### config.mk
export PLATFORM = sky130hd
export DESIGN_NAME = hbi_ctrl
export DESIGN_NICKNAME = d
export VERILOG_FILES = /design/src/design/hbi_pkg.sv /design/src/design/hbi_ctrl.sv
export VERILOG_INCLUDE_DIRS = /design/src /design/src/design
export SDC_FILE = /design/constraint.sdc
export NUM_CORES = 1
export LEC_CHECK = 0
export BUFFER_PORTS_ARGS = -buffer_cell sky130_fd_sc_hd__buf_4
export CAP_MARGIN = 5
export CORE_AREA = 2 2 39 41
export CTS_CLUSTER_SIZE = 30
export DETAILED_ROUTE_END_ITERATION = 12
export DIE_AREA = 0 0 41 43
export SYNTH_ARGS = -nofsm -noshare
export SYNTH_HDL_FRONTEND = slang
export SYNTH_SLANG_ARGS = --single-unit
### constraint.sdc
create_clock -name clk -period 2.1 [get_ports clk]
set_input_delay 0.42 -clock clk [delete_from_list [all_inputs] [get_ports clk]]
set_output_delay 0.42 -clock clk [all_outputs]
set_load 0.01 [all_outputs]
### src/design/histogram_bin_incrementer_defines.svh
// ----------------------------------------------------------------------------
// Histogram bin incrementer assertion macros
// Shared concurrent assertion forms for the histogram bin incrementer.
// ----------------------------------------------------------------------------
`ifndef HISTOGRAM_BIN_INCREMENTER_DEFINES_SVH
`define HISTOGRAM_BIN_INCREMENTER_DEFINES_SVH

// Same-cycle implication, checked out of reset.
`define HBI_ASSERT_SAME(lbl, clk, rst_n, ante, cons, msg) \
  lbl: assert property (@(posedge clk) disable iff (!rst_n) (ante) |-> (cons)) else $error(msg);

// Next-cycle implication, checked out of reset.
`define HBI_ASSERT_NEXT(lbl, clk, rst_n, ante, cons, msg) \
  lbl: assert property (@(posedge clk) disable iff (!rst_n) (ante) |=> (cons)) else $error(msg);

`endif

### src/design/hbi_pkg.sv
// ----------------------------------------------------------------------------
// Histogram bin incrementer package
// Field widths, outcome and register codes, and controller/datapath structs.
// ----------------------------------------------------------------------------
package hbi_pkg;

  // Field widths.
  localparam int CH_W       = 18;
  localparam int MAG_W      = 17;
  localparam int CNT_W      = 32;
  localparam int OUTCOME_W  = 2;
  localparam int CFG_IDX_W  = 1;
  localparam int CFG_DATA_W = 11;
  localparam int BIU_W      = 11;

  // Reset value of the bins-in-use register.
  localparam logic [BIU_W-1:0] BIU_RESET = 11'd1024;

  // Outcome of one item.
  typedef enum logic [OUTCOME_W-1:0] {
    OUT_IGNORED = 2'd0,
    OUT_BIN     = 2'd1,
    OUT_UNDER   = 2'd2,
    OUT_OVER    = 2'd3
  } outcome_t;

  // Configuration register indexes.
  typedef enum logic [CFG_IDX_W-1:0] {
    CFG_ALL_BOUND   = 1'd0,
    CFG_BINS_IN_USE = 1'd1
  } cfg_reg_t;

  // Commands from the controller to the datapath.
  typedef struct packed {
    logic clear_wr;   // write zero to the next bin of the clearing pass
    logic item_load;  // capture the accepted item and its outcome
    logic rd_en;      // read the addressed bin
    logic update;     // write back, bump counters, load the result register
  } ctrl_cmd_t;

  // Status from the datapath to the controller.
  typedef struct packed {
    logic clear_last; // clearing pass is at its last bin
  } dp_status_t;

endpackage

### src/design/hbi_ctrl.sv
// ----------------------------------------------------------------------------
// Histogram bin incrementer controller
// Sequences the clearing pass and the read-modify-write of each item.
// ----------------------------------------------------------------------------
`include "histogram_bin_incrementer_defines.svh"

module hbi_ctrl (
  input  logic                   clk,
  input  logic                   rst_n,
  input  logic                   in_valid,
  output logic                   in_ready,
  output logic                   out_valid,
  input  logic                   out_ready,
  output hbi_pkg::ctrl_cmd_t     cmd,
  input  hbi_pkg::dp_status_t    status
);

  import hbi_pkg::*;

  typedef enum logic [1:0] {
    ST_CLEAR,
    ST_IDLE,
    ST_READ,
    ST_UPDATE
  } state_t;

  state_t state_r, state_nxt;
  logic   out_valid_r, out_valid_nxt;
  logic   out_free;

  // The result register can take a new result when empty or being drained.
  assign out_free = !out_valid_r || out_ready;

  // Next state and command decode.
  always_comb begin
    state_nxt     = state_r;
    cmd           = '0;
    in_ready      = 1'b0;
    case (state_r)
      ST_CLEAR: begin
        cmd.clear_wr = 1'b1;
        if (status.clear_last) begin
          state_nxt = ST_IDLE;
        end
      end
      ST_IDLE: begin
        in_ready = 1'b1;
        if (in_valid) begin
          cmd.item_load = 1'b1;
          state_nxt     = ST_READ;
        end
      end
      ST_READ: begin
        cmd.rd_en = 1'b1;
        state_nxt = ST_UPDATE;
      end
      ST_UPDATE: begin
        if (out_free) begin
          cmd.update = 1'b1;
          state_nxt  = ST_IDLE;
        end
      end
      default: begin
        state_nxt = ST_CLEAR;
      end
    endcase
  end

  // Result valid: set when a result is loaded, cleared when it transfers.
  always_comb begin
    if (cmd.update) begin
      out_valid_nxt = 1'b1;
    end else if (out_ready) begin
      out_valid_nxt = 1'b0;
    end else begin
      out_valid_nxt = out_valid_r;
    end
  end

  // State and registered outputs.
  always_ff @(posedge clk) begin
    if (!rst_n) begin
      state_r     <= ST_CLEAR;
      out_valid_r <= 1'b0;
    end else begin
      state_r     <= state_nxt;
      out_valid_r <= out_valid_nxt;
    end
  end

  assign out_valid = out_valid_r;

  // A pending result is never overwritten.
  `HBI_ASSERT_SAME(a_no_overwrite, clk, rst_n, cmd.update, (!out_valid_r || out_ready), "result register overwritten while a result is pending")
  // Every captured item is followed by its bin read.
  `HBI_ASSERT_NEXT(a_load_then_read, clk, rst_n, cmd.item_load, cmd.rd_en, "bin read did not follow item capture")
  // A loaded result is presented in the next cycle.
  `HBI_ASSERT_NEXT(a_update_shows, clk, rst_n, cmd.update, out_valid, "result not presented after update")
  // No item is taken during the clearing pass.
  `HBI_ASSERT_SAME(a_no_take_in_clear, clk, rst_n, cmd.clear_wr, !in_ready && !cmd.update, "item activity during clearing pass")

endmodule

==> metrics list <==
* Final setup skew: around 0.0038 ns
* Global placement routability congestion: 0.5851
- The layout has 148 filler cells.
- In this run the cell area measured after placement is 311.5 um^2.
* TritonCTS clock tree: yes
- Measured along the y axis, the die boundary spans around 43 um.
* Number of nets with antenna violations after detailed routing: 0
- Final-report max-slew violation count: 0
- The first global-routing pass estimated 593 um of wire.
* Pin count of the biggest net entering global routing: 6
- Once the clock tree was built, the setup fixing pass inserted 0 buffers.
- Initial antenna violation count: 0
* # DRC: 0
- In this run, the number of DRC markers left after iteration 0 of detailed routing was 9.
- In the synthesized netlist, the number of instances is 24.
- Worst setup path class: flop to primary output
- Clk pin slew, worst setup/hold paths: 0.04 ns
- Post-cts hold buffer count: 0
* Largest cells by area after synthesis: sky130_fd_sc_hd__ha_1 28%, sky130_fd_sc_hd__dfxtp_1 27%, sky130_fd_sc_hd__mux2i_1 8.9%, sky130_fd_sc_hd__inv_1 6.7%, sky130_fd_sc_hd__nand2_1 5.0%
* Area growth from synthesis to layout: 50.84%
* Post-layout instance area: 337.8 um^2
- The worst setup path is captured at a primary output.
- First-pass detailed-route iteration total: 4
- Vias in the first global route: 159
- The flow ran to the end, and the final reports show no timing, DRC or antenna violations.
- Unique masters post-synth: 12
* Number of buffers created by CTS: 3
- In this run the static leakage power is 0.0001792 uW.
* Post-DP HPWL: 325.2 um
- Highest-count cells in the layout ignoring fill and taps: 10 x sky130_fd_sc_hd__buf_4, 5 x sky130_fd_sc_hd__ha_1, 4 x sky130_fd_sc_hd__inv_1
- Yosys printed 0 warnings.
- Kind of cell with the highest combined delay on the critical path: flip-flops
- Summed over all layers, the routed wires come to 400 um.
- Root Buffer Master: sky130_fd_sc_hd__clkbuf_4
- When the netlist entered floorplanning its net count stood at 34.
- Layout cells sized above 1: between 40 and 50%
- Post-Place Setup Slack: 0.5936 ns
* Final period util: 77.16%
* Number of cells on the worst hold path: 2
* Slew at the pin with the worst max-slew slack: 0.5246 ns
- Once routing completed, OpenROAD measured the worst setup slack at 0.4797 ns.
- For hold timing, the worst endpoint is out_valid.
- Final setup fails: 0
- Cell Pwr Density: 1114 nW/um^2
- Worst stage delay on the critical path: 0.36 ns
* Placeable Area: 1384 um^2
- In this run the critical register-to-register path is launched from state_r[1].
* Top-Level Pins: 11
* Total via count in the routed design: 193
- Sequential fraction of the synthesis area: a little over a quarter
* Setup TNS: 0 ns
- Cell type of the slowest stage on the worst timing path: sky130_fd_sc_hd__dfxtp_1
- At the worst endpoint, the arrival time is 1.20 ns.
- The worst-case IR drop observed on VDD is around 0.00020 V.
- Drt via density: 3.642
- Starting density of the core: 16.18%
- Buffer and inverter count on the worst path: 2
* Clock sink count: 3
- Walking the worst path, the cells encountered are inv_1 > ha_1 > and2_2 > buf_4.
- Level count of the clock H-tree: 1
- During placement, the flow inserted port buffers numbering 10.
- Detailed-route wire length per cell: 7.547 um
- Fmax: just over 0.6 GHz
- Critical path fanouts, max: 4
- The mapped netlist covers between 200 and 250 um^2.
* Global-route usage over all layers: 5.918%
- Worst r2r path cells: 4
* Final layout net count: 48
- The worst register-to-register path ends at state_r[0].
- In this run, post-CTS repair resized a total of 0 instances.
- Share of the core filled with cells: 24.41%
- The clock passes through at most 2 buffers.
- Type of the tightest min-delay check: input port to flop
* Share of the synthesized area in the top cell type: about 28%
* Minimum clock period after layout: 1.620 ns
* Max-cap viol count: 0
* Full die area: about 1800 um^2
- Worst reg-to-reg setup slack: 0.61 ns
* Startpoint of the tightest hold check path: rst_n
- Worst rel slew slack: roughly 65%
- The design draws 376.2 uW.
* Crit path launch type: flop
* Global-route congestion overflow total: 0
- The initialized floorplan defines 14 standard-cell rows.
- Counting flops and latches in the post-synthesis netlist gives 3.
- Setup repair after global routing left no endpoint under its margin.
- Cell taking the most area after synthesis: sky130_fd_sc_hd__ha_1
- Endpoints failing hold: 0
* Data required time at the worst endpoint: 1.68 ns
- The floorplan step set the die width to 41 um.
- The library cell used most frequently in the layout, excluding fill and tap cells, is sky130_fd_sc_hd__buf_4.
- Clock latency on the worst-skew pair, taken at its later pin, is 0.23 ns.
- The repair_antennas step left the layout with diodes totalling 0.
- Average cell area after synthesis: 9.332 um^2
-- cell usage after synthesis --
library cell	n
sky130_fd_sc_hd__ha_1	5
sky130_fd_sc_hd__inv_1	4
sky130_fd_sc_hd__dfxtp_1	3
sky130_fd_sc_hd__nand2_1	3
sky130_fd_sc_hd__mux2i_1	2
sky130_fd_sc_hd__a222oi_1	1
sky130_fd_sc_hd__and2_2	1
sky130_fd_sc_hd__buf_4	1
sky130_fd_sc_hd__nor2b_1	1
sky130_fd_sc_hd__nor2b_2	1
sky130_fd_sc_hd__o21a_1	1
sky130_fd_sc_hd__or2b_1	1
-- routing by layer --
metal / global-route usage (%) / wire length [um] / up-vias
li1: - / - / 103
met1: 5.449 / 181 / 81
met2: 6.563 / 181 / 9
met3: 3.141 / 37 / 0
met4: 10.00 / 0 / 0
met5: 0 / 0 / -
-- registers in the layout, indices dropped and copies added (netlist names) --
register   flops
out_valid      1
state_r        2
-- power by group --
| part | internal (uW) | switching (uW) | leakage (uW) |
|---|---|---|---|
| Sequential | 74.8 | 18.0 | 0.0000247 |
| Combinational | 96.9 | 82.5 | 0.000140 |
| Clock | 71.4 | 32.6 | 0.0000150 |
-- cell type report --
| cell class | count | area [um^2] | area share (%) |
|---|---|---|---|
| multi-input cells | 16 | 141.4 | 41.85 |
| repair buffers | 10 | 75.07 | 22.22 |
| flip-flops and latches | 3 | 60.06 | 17.78 |
| clock buffers | 4 | 26.28 | 7.778 |
| well taps | 16 | 20.02 | 5.926 |
| inverters | 4 | 15.01 | 4.444 |
-- worst max-delay path by stage --
stage	end	slack, ns	startpoint	cells past startpoint
3_3_place_gp	state_r[0]	0.61	state_r[1]	4
3_5_place_dp	state_r[0]	0.59	state_r[1]	4
5_1_grt	cmd[2]	0.40	state_r[1]	4
2_1_floorplan	state_r[0]	0.70	state_r[1]	4
6_report	cmd[2]	0.48	state_r[1]	4
4_1_cts	cmd[2]	0.46	state_r[1]	4
-- worst register-to-register path: cells and delay by family, from the launching register on --
family	cells	cell delay [ns]
flops	1	0.36
buf+inv	1	0.09
fa+ha+maj	1	0.21
compound gates	1	0.52
mux	1	0.24
-- cells by family (layout without fill, tap and decap cells) --
family	count (synthesis)	after routing	share of synthesized area, %
and+or+nand+nor	7	7	18.44
adders and majority gates	5	5	27.93
buffers and inverters	5	18	10.06
DFF	3	3	26.82
AOI/OAI and AO/OA	2	2	7.823
muxes	2	2	8.939
-- per-stage QoR --
stage | hold slack [ns] | instances
4_1_cts | 0.4181 | 53
5_1_grt | 0.4232 | 53
2_1_floorplan | 0.4677 | 24
6_report | 0.4304 | 53
3_3_place_gp | 0.4888 | 49
3_5_place_dp | 0.4990 | 49
Note: power is estimated with default switching activity, not from simulation.
